File: src/hdl/rrss_pkg.sv
// Shared types and codes for the round-robin sleep scheduler.
package rrss_pkg;

    typedef enum logic [1:0] {
        ST_UNUSED  = 2'd0,
        ST_READY   = 2'd1,
        ST_RUNNING = 2'd2,
        ST_WAITING = 2'd3
    } t_slot_state;

    typedef enum logic [2:0] {
        OP_TICK   = 3'd0,
        OP_SLEEP  = 3'd1,
        OP_EXIT   = 3'd2,
        OP_ALARM  = 3'd3,
        OP_CREATE = 3'd4
    } t_op;

    typedef enum logic [2:0] {
        S_IDLE  = 3'b001,
        S_SCAN  = 3'b010,
        S_WRITE = 3'b100
    } t_fsm;

    typedef struct packed {
        logic        tick;
        logic        set;
        t_slot_state state;
        logic        load_sleep;
        logic        create;
        logic        start;
        logic        shift;
    } t_cell_cmd;

    typedef struct packed {
        logic unused;
        logic running;
        logic hit_ready;
        logic hit_wait;
    } t_cell_stat;

endpackage

File: src/hdl/rrss_cell.sv
// One task slot: its state, its sleep countdown and its place in the scan token ring.
module rrss_cell #(
    parameter int COUNT_BITS = 32,
    parameter bit IS_IDLE    = 1'b0
) (
    input  logic                    i_clk,
    input  logic                    i_rst_n,
    input  rrss_pkg::t_cell_cmd     i_cmd,
    input  logic                    i_sel,
    input  logic                    i_start,
    input  logic                    i_token,
    input  logic [COUNT_BITS-1:0]   i_sleep_val,
    output logic                    o_token,
    output rrss_pkg::t_cell_stat    o_stat
);

    rrss_pkg::t_slot_state r_state, n_state;
    logic [COUNT_BITS-1:0] r_sleep, n_sleep;
    logic                  r_token, n_token;

    always_comb begin
        n_state = r_state;
        n_sleep = r_sleep;
        if (i_cmd.tick && (r_sleep != '0)) begin
            n_sleep = r_sleep - 1'b1;
            if (r_sleep == COUNT_BITS'(1)) begin
                n_state = rrss_pkg::ST_READY;
            end
        end
        if (i_sel && i_cmd.set) begin
            n_state = i_cmd.state;
        end
        if (i_sel && i_cmd.load_sleep) begin
            n_sleep = i_sleep_val;
        end
        if (i_sel && i_cmd.create && !IS_IDLE && (r_state == rrss_pkg::ST_UNUSED)) begin
            n_state = rrss_pkg::ST_READY;
            n_sleep = '0;
        end
        if (i_cmd.start) begin
            n_token = i_start;
        end else if (i_cmd.shift) begin
            n_token = i_token;
        end else begin
            n_token = r_token;
        end
    end

    always_ff @(posedge i_clk) begin
        if (!i_rst_n) begin
            r_state <= IS_IDLE ? rrss_pkg::ST_RUNNING : rrss_pkg::ST_UNUSED;
            r_sleep <= '0;
            r_token <= 1'b0;
        end else begin
            r_state <= n_state;
            r_sleep <= n_sleep;
            r_token <= n_token;
        end
    end

    assign o_token          = r_token;
    assign o_stat.unused    = (r_state == rrss_pkg::ST_UNUSED);
    assign o_stat.running   = (r_state == rrss_pkg::ST_RUNNING);
    assign o_stat.hit_ready = r_token && !IS_IDLE && (r_state == rrss_pkg::ST_READY);
    assign o_stat.hit_wait  = r_token && !IS_IDLE && (r_state == rrss_pkg::ST_WAITING);

endmodule

File: src/hdl/round_robin_sleep_scheduler_core.sv
// Top level of the round-robin sleep scheduler: control sequencer and the row of slot cells.
// Each slot is a cell that keeps its own state and sleep countdown, and all counters step
// down together on a tick. Tick, sleep and exit pick the next slot by walking a token from
// the slot after the current one around the row, one cell per cycle, stopping at the first
// ready slot; the walk visits at most SLOT_COUNT - 1 cells. Set alarm, create and undefined
// codes skip the walk and go straight to the write state. A new beat is accepted while the
// previous result still waits in the output register.
module round_robin_sleep_scheduler_core #(
    parameter int SLOT_COUNT = 16,
    parameter int COUNT_BITS = 32
) (
    input  logic        i_clk,
    input  logic        i_rst_n,
    input  logic        i_cfg_we,
    input  logic [3:0]  i_cfg_data,
    input  logic        i_in_valid,
    output logic        o_in_ready,
    input  logic [2:0]  i_operation,
    input  logic [31:0] i_tick_count,
    input  logic [3:0]  i_target_slot,
    output logic        o_out_valid,
    input  logic        i_out_ready,
    output logic [3:0]  o_next_slot,
    output logic        o_switched,
    output logic        o_alarm_fired,
    output logic        o_shutdown
);

    localparam int IDX_W = (SLOT_COUNT > 2) ? $clog2(SLOT_COUNT) : 1;
    localparam int CMP_W = (IDX_W > 4) ? IDX_W : 4;
    localparam int EXT_W = (COUNT_BITS > 32) ? COUNT_BITS : 32;

    rrss_pkg::t_fsm        r_state, n_state;
    rrss_pkg::t_op         r_op, n_op;
    logic [IDX_W-1:0]      r_cur, n_cur;
    logic [IDX_W-1:0]      r_next, n_next;
    logic [IDX_W-1:0]      r_ptr, n_ptr;
    logic [IDX_W-1:0]      r_steps, n_steps;
    logic                  r_wait, n_wait;
    logic                  r_fired, n_fired;
    logic                  r_halt, n_halt;
    logic [COUNT_BITS-1:0] r_alarm_left, n_alarm_left;
    logic [3:0]            r_alarm_slot;
    logic                  r_out_valid, n_out_valid;
    logic [3:0]            r_out_slot, n_out_slot;
    logic                  r_out_sw, n_out_sw;
    logic                  r_out_fired, n_out_fired;
    logic                  r_out_halt, n_out_halt;

    rrss_pkg::t_cell_cmd   cmd;
    rrss_pkg::t_cell_stat  stat [SLOT_COUNT];
    logic [CMP_W-1:0]      sel_slot;
    logic [SLOT_COUNT-1:0] sel_vec, start_vec, token_vec;
    logic [SLOT_COUNT-1:0] unused_vec, running_vec, ready_hits, wait_hits;
    logic [IDX_W-1:0]      start_slot, ptr_inc;
    logic [EXT_W-1:0]      ticks_ext;
    logic [COUNT_BITS-1:0] ticks;
    logic [CMP_W-1:0]      next_ext;
    logic                  accept, out_free, hit_ready, hit_wait, cur_is_alarm, create_ok;

    assign accept     = i_in_valid && o_in_ready;
    assign out_free   = !r_out_valid || i_out_ready;
    assign ticks_ext  = EXT_W'(i_tick_count);
    assign ticks      = ticks_ext[COUNT_BITS-1:0];
    assign start_slot = (r_cur == IDX_W'(SLOT_COUNT - 1)) ? '0 : r_cur + 1'b1;
    assign ptr_inc    = (r_ptr == IDX_W'(SLOT_COUNT - 1)) ? '0 : r_ptr + 1'b1;
    assign hit_ready  = |ready_hits;
    assign hit_wait   = |wait_hits;
    assign cur_is_alarm = (CMP_W'(r_cur) == CMP_W'(r_alarm_slot));
    assign create_ok  = |(sel_vec & unused_vec & ~SLOT_COUNT'(1));

    always_comb begin
        cmd      = '0;
        cmd.state = rrss_pkg::ST_UNUSED;
        sel_slot = CMP_W'(r_cur);
        if (accept) begin
            unique case (i_operation)
                rrss_pkg::OP_TICK: begin
                    cmd.tick  = 1'b1;
                    cmd.set   = 1'b1;
                    cmd.state = rrss_pkg::ST_READY;
                    cmd.start = 1'b1;
                end
                rrss_pkg::OP_SLEEP: begin
                    cmd.set        = 1'b1;
                    cmd.state      = rrss_pkg::ST_WAITING;
                    cmd.load_sleep = 1'b1;
                    cmd.start      = 1'b1;
                end
                rrss_pkg::OP_EXIT: begin
                    cmd.set   = 1'b1;
                    cmd.state = rrss_pkg::ST_UNUSED;
                    cmd.start = 1'b1;
                end
                rrss_pkg::OP_CREATE: begin
                    cmd.create = 1'b1;
                    sel_slot   = CMP_W'(i_target_slot);
                end
                default: begin
                end
            endcase
        end else if (r_state == rrss_pkg::S_SCAN) begin
            cmd.shift = 1'b1;
        end else if ((r_state == rrss_pkg::S_WRITE) && out_free) begin
            cmd.set   = 1'b1;
            cmd.state = rrss_pkg::ST_RUNNING;
            sel_slot  = CMP_W'(r_next);
        end
    end

    for (genvar g = 0; g < SLOT_COUNT; g++) begin : g_cell
        localparam int PREV = (g + SLOT_COUNT - 1) % SLOT_COUNT;

        assign sel_vec[g]     = (sel_slot == CMP_W'(g));
        assign start_vec[g]   = (start_slot == IDX_W'(g));
        assign unused_vec[g]  = stat[g].unused;
        assign running_vec[g] = stat[g].running;
        assign ready_hits[g]  = stat[g].hit_ready;
        assign wait_hits[g]   = stat[g].hit_wait;

        rrss_cell #(
            .COUNT_BITS (COUNT_BITS),
            .IS_IDLE    (g == 0)
        ) u_cell (
            .i_clk       (i_clk),
            .i_rst_n     (i_rst_n),
            .i_cmd       (cmd),
            .i_sel       (sel_vec[g]),
            .i_start     (start_vec[g]),
            .i_token     (token_vec[PREV]),
            .i_sleep_val (ticks),
            .o_token     (token_vec[g]),
            .o_stat      (stat[g])
        );
    end

    always_comb begin
        n_state      = r_state;
        n_op         = r_op;
        n_cur        = r_cur;
        n_next       = r_next;
        n_ptr        = r_ptr;
        n_steps      = r_steps;
        n_wait       = r_wait;
        n_fired      = r_fired;
        n_halt       = r_halt;
        n_alarm_left = r_alarm_left;
        n_out_valid  = r_out_valid && !i_out_ready;
        n_out_slot   = r_out_slot;
        n_out_sw     = r_out_sw;
        n_out_fired  = r_out_fired;
        n_out_halt   = r_out_halt;
        next_ext     = CMP_W'(r_next);

        unique case (r_state)
            rrss_pkg::S_IDLE: begin
                if (accept) begin
                    n_op    = rrss_pkg::t_op'(i_operation);
                    n_next  = r_cur;
                    n_ptr   = start_slot;
                    n_steps = IDX_W'(SLOT_COUNT - 1);
                    n_wait  = 1'b0;
                    n_fired = 1'b0;
                    n_halt  = 1'b0;
                    n_state = rrss_pkg::S_WRITE;
                    unique case (i_operation)
                        rrss_pkg::OP_TICK: begin
                            n_state = rrss_pkg::S_SCAN;
                            if (r_alarm_left != '0) begin
                                n_alarm_left = r_alarm_left - 1'b1;
                                n_fired      = (r_alarm_left == COUNT_BITS'(1));
                            end
                        end
                        rrss_pkg::OP_SLEEP, rrss_pkg::OP_EXIT: begin
                            n_state = rrss_pkg::S_SCAN;
                        end
                        rrss_pkg::OP_ALARM: begin
                            if (cur_is_alarm) begin
                                n_alarm_left = ticks;
                            end
                        end
                        rrss_pkg::OP_CREATE: begin
                            if (create_ok && (i_target_slot == r_alarm_slot)) begin
                                n_alarm_left = '0;
                            end
                        end
                        default: begin
                        end
                    endcase
                end
            end
            rrss_pkg::S_SCAN: begin
                n_ptr   = ptr_inc;
                n_steps = r_steps - 1'b1;
                n_wait  = r_wait || hit_wait;
                if (hit_ready) begin
                    n_next  = r_ptr;
                    n_state = rrss_pkg::S_WRITE;
                end else if (r_steps == IDX_W'(1)) begin
                    n_state = rrss_pkg::S_WRITE;
                    if ((r_op == rrss_pkg::OP_TICK) && (r_cur != '0)) begin
                        n_next = r_cur;
                    end else begin
                        n_next = '0;
                        n_halt = (r_op != rrss_pkg::OP_SLEEP) && !(r_wait || hit_wait);
                    end
                end
            end
            rrss_pkg::S_WRITE: begin
                if (out_free) begin
                    n_out_valid = 1'b1;
                    n_out_slot  = next_ext[3:0];
                    n_out_sw    = (r_next != r_cur);
                    n_out_fired = r_fired;
                    n_out_halt  = r_halt;
                    n_cur       = r_next;
                    n_state     = rrss_pkg::S_IDLE;
                end
            end
            default: begin
                n_state = rrss_pkg::S_IDLE;
            end
        endcase
    end

    always_ff @(posedge i_clk) begin
        if (!i_rst_n) begin
            r_state      <= rrss_pkg::S_IDLE;
            r_cur        <= '0;
            r_alarm_left <= '0;
            r_alarm_slot <= 4'd1;
            r_out_valid  <= 1'b0;
        end else begin
            r_state      <= n_state;
            r_cur        <= n_cur;
            r_alarm_left <= n_alarm_left;
            r_out_valid  <= n_out_valid;
            if (i_cfg_we) begin
                r_alarm_slot <= i_cfg_data;
            end
        end
    end

    always_ff @(posedge i_clk) begin
        r_op        <= n_op;
        r_next      <= n_next;
        r_ptr       <= n_ptr;
        r_steps     <= n_steps;
        r_wait      <= n_wait;
        r_fired     <= n_fired;
        r_halt      <= n_halt;
        r_out_slot  <= n_out_slot;
        r_out_sw    <= n_out_sw;
        r_out_fired <= n_out_fired;
        r_out_halt  <= n_out_halt;
    end

    assign o_in_ready    = (r_state == rrss_pkg::S_IDLE);
    assign o_out_valid   = r_out_valid;
    assign o_next_slot   = r_out_slot;
    assign o_switched    = r_out_sw;
    assign o_alarm_fired = r_out_fired;
    assign o_shutdown    = r_out_halt;

    a_one_running: assert property (@(posedge i_clk) disable iff (!i_rst_n)
        (r_state == rrss_pkg::S_IDLE) |-> (running_vec == (SLOT_COUNT'(1) << r_cur)))
        else $error("Running slot does not match the current slot.");

    a_token_at_ptr: assert property (@(posedge i_clk) disable iff (!i_rst_n)
        (r_state == rrss_pkg::S_SCAN) |-> (token_vec == (SLOT_COUNT'(1) << r_ptr)))
        else $error("Scan token is not at the scan position.");

    a_pick_not_current: assert property (@(posedge i_clk) disable iff (!i_rst_n)
        ((r_state == rrss_pkg::S_SCAN) && hit_ready) |-> (r_ptr != r_cur))
        else $error("Scan picked the current slot.");

endmodule
File: config.mk
export PLATFORM = sky130hd
export DESIGN_NAME = round_robin_sleep_scheduler_core
export DESIGN_NICKNAME = d
export VERILOG_FILES = /design/src/hdl/rrss_pkg.sv /design/src/hdl/rrss_cell.sv /design/src/hdl/round_robin_sleep_scheduler_core.sv
export SDC_FILE = /design/constraint.sdc
export NUM_CORES = 2
export LEC_CHECK = 0
export ABC_AREA = 1
export BUFFER_PORTS_ARGS = -buffer_cell sky130_fd_sc_hd__buf_4
export CAP_MARGIN = 20
export CORE_MARGIN = 3
export CORE_UTILIZATION = 50
export DETAILED_ROUTE_END_ITERATION = 8
export GPL_ROUTABILITY_DRIVEN = 0
export GPL_TIMING_DRIVEN = 0
export PLACE_DENSITY = 0.65
export SETUP_SLACK_MARGIN = 0.02
export SYNTH_ARGS = -nofsm -noshare
export SYNTH_HDL_FRONTEND = slang
export SYNTH_HIERARCHICAL = 1
export SYNTH_SLANG_ARGS = --single-unit
export TNS_END_PERCENT = 20
File: constraint.sdc
create_clock -name i_clk -period 5 [get_ports i_clk]
set_input_delay 0.25 -clock i_clk [delete_from_list [all_inputs] [get_ports i_clk]]
set_output_delay 0.25 -clock i_clk [all_outputs]
set_load 0.02 [all_outputs]
==> out/results.txt <==
outcome -> complete, no violations
Max Cap Violations -> 0
Die Span Y -> 301 µm
WS Path Type -> register to register
slowest stage cell, crit path -> buf_1
I/O Buffers -> 56
final cell count without fillers -> 8766
CTS H-tree lvls -> 3
Post-Route Skew -> 0.0238 ns
first-pass GRT wire length -> 244000 µm
minimum clock period after layout -> 3.50 ns
post-place setup slack -> 1.61 ns
fin crit share -> 0.699
Max-slew headroom -> 0.362
Top delay family on crit path -> buffers and inverters
ratio of cells with drive above 1 in the final layout -> 0.0891
FF-to-FF path depth -> 15
# IOs -> 57
CTS Buf Count -> 75
Initial Util -> 0.508
crit-path cells -> clkbuf_1 -> inv_1 -> nand2_1 -> nand2_1 -> nand2_1 -> nand2_1 -> nor2_2 -> inv_1 -> nor2_1 -> nand2_1 -> inv_1 -> buf_1 -> o21ai_0 -> nor2_1 -> nor2_1
wire length on met3 -> 14400 µm
Placeable Area -> 0.0858 mm²
Tot GR Track Use -> 0.341
Final Total Pwr -> 24.8 mW
Top cell by count, worst path -> nand2_1
Worst Path Arrival -> 4.01 ns
final worst slack -> 1.50 ns
Required @ worst endpoint -> 5.51 ns
Starting DRT DRC Count -> 5244
initial antenna violation count -> 16
final hold violations -> 0
hold path depth -> 3
Reg clk slew, reported paths -> 0.06 ns
WL/cell -> 18.1 µm
RSZ-0062 raised after global routing -> false
CP peak stage delay -> 0.52 ns
drt first pass iters -> 6
final setup fails -> 0
pin count of the biggest net entering global routing -> 49
Post-Place Cells -> 8605
Via density -> 5.50
WL final -> 159000 µm
max layer used -> met5
Syn Inst Count -> 7398
hold_ws -> 0.0837 ns
Worst-Margin Slew -> 0.957 ns
Crit. End Element -> register
WL met1 -> 67100 µm
num rows -> 107
clock root buffer -> clkbuf_16
worst-path fanout max -> 10
syn_area_per_cell -> 5.89 µm²
synthesized cell area -> 0.0436 mm²
Fmax achieved -> 286 MHz
die area -> 0.0907 mm²
CTS sink cnt -> 595
crit path launch type -> register
Reg area -> 0.0122 mm²
PwrDens -> 513 mW/mm²
vias -> 48200
WP depth -> 15
Filler Cell Count -> 8758
CP Buf/Inv Count -> 5
HPWL Detailed -> 107000 µm
P&R area growth vs syn -> 11.0%
setup TNS -> 0 ns
Max VDD drop -> 386 µV
total grt overflow -> 0
number of global-route vias before repair -> 43100
Final ANT Viol Nets -> 0
Met2 Routed Length -> 70300 µm
TritonCTS clock tree -> yes
area of the multi-input gates -> 0.0275 mm²
Worst-Skew Late Latency -> 0.63 ns
Syn. warnings -> 6
drc violations -> 0
CTS Buffer Depth -> 3
final slew viol count -> 0
worst hold-check path type -> input pin to register
Leakage -> 23.0 nW
Final #Nets -> 7640
die width -> 301 µm
[routing by layer]
metal  GRT usage  vias up
li1            -    23900
met1       0.456    21900
met2       0.546     2000
met3      0.0538      357
met4       0.145        4
met5           0        -
[cells in the final DEF (no fill, tap or decap), drive strengths merged, types with 3 or more instances in the layout]
cell type    instances
nor2              1684
diode               10
inv                666
a22oi               12
nand3              569
o22ai                4
ha                  39
xnor2               87
nor4                12
o31ai                3
a32o                 4
nand4               28
o21ai              632
o21bai              15
mux2i               82
nand3b               9
or2                132
buf                168
bufinv              12
a21oi              392
dfxtp              570
xor2               103
edfxtp              25
nor3                42
o211ai              33
nand2             1976
dlygate4sd3         14
clkinv              54
clkbuf             228
[sequential cells by signal (all words and copies together) (netlist names)]
name                   cells
g_cell.u_cell/o_token     16
g_cell.u_cell/r_sleep    480
g_cell.u_cell/r_state     30
next_ext                   4
o_alarm_fired              1
o_next_slot                4
o_out_valid                1
o_shutdown                 1
o_switched                 1
r_alarm_left              32
r_alarm_slot               4
r_cur                      4
r_fired                    1
r_halt                     1
r_op                       3
r_ptr                      4
r_state                    3
r_steps                    4
r_wait                     1
[layout make-up]
class,count,area share
multi-input cells,5873,0.568
flip-flops and latches,595,0.252
inverters,695,0.0543
clock buffers,97,0.0437
well taps,1144,0.0296
plain buffers,236,0.0277
repair buffers,77,0.0141
clock inverters,39,0.0105
diodes,10,0.000518
[worst register-to-register path, stage by stage, from the launching register on]
cell and delay [ns]:
dfxtp_1 0.36, clkbuf_1 0.33, inv_1 0.18, nand2_1 0.13, nand2_1 0.07, nand2_1 0.06
nand2_1 0.07, nor2_2 0.23, inv_1 0.16, nor2_1 0.26, nand2_1 0.34, inv_1 0.31
buf_1 0.53, o21ai_0 0.19, nor2_1 0.12, nor2_1 0.05
[through the flow]
step | cell area (µm²) | utilization
after floorplan | 43600 | -
after global placement | 45400 | 0.529
after detailed placement | 45500 | 0.531
after CTS | 48300 | 0.563
after global routing | 48300 | 0.563
final | 48400 | 0.563
[worst paths after layout]
kind	start	end	slack, ns
worst max-delay path	r_cur[0]$_SDFFE_PN0N_	g_cell[13].u_cell/r_sleep[11]$_SDFFE_PP0P_	1.50
worst min register to register	r_halt$_SDFFCE_PN0P_	o_shutdown$_DFFE_PN_	0.43
worst min-delay path	i_rst_n	g_cell[3].u_cell/r_state[0]$_SDFFE_PN0P_	0.08
worst max register to register	r_cur[0]$_SDFFE_PN0N_	g_cell[13].u_cell/r_sleep[11]$_SDFFE_PP0P_	1.50
[power breakdown]
part           total, mW  leakage [nW]  switching [mW]  internal, mW
logic               13.3          16.9            8.67          4.61
clock network       5.89          1.30            2.29          3.60
registers           5.65          4.83           0.479          5.17
[timing repair]
item	in CTS	in global routing
hold endpoints to repair	9	0
buffers inserted	0	0
hold buffers	14	0
resized for setup	0	0
Power figures use the tool's default switching activity.
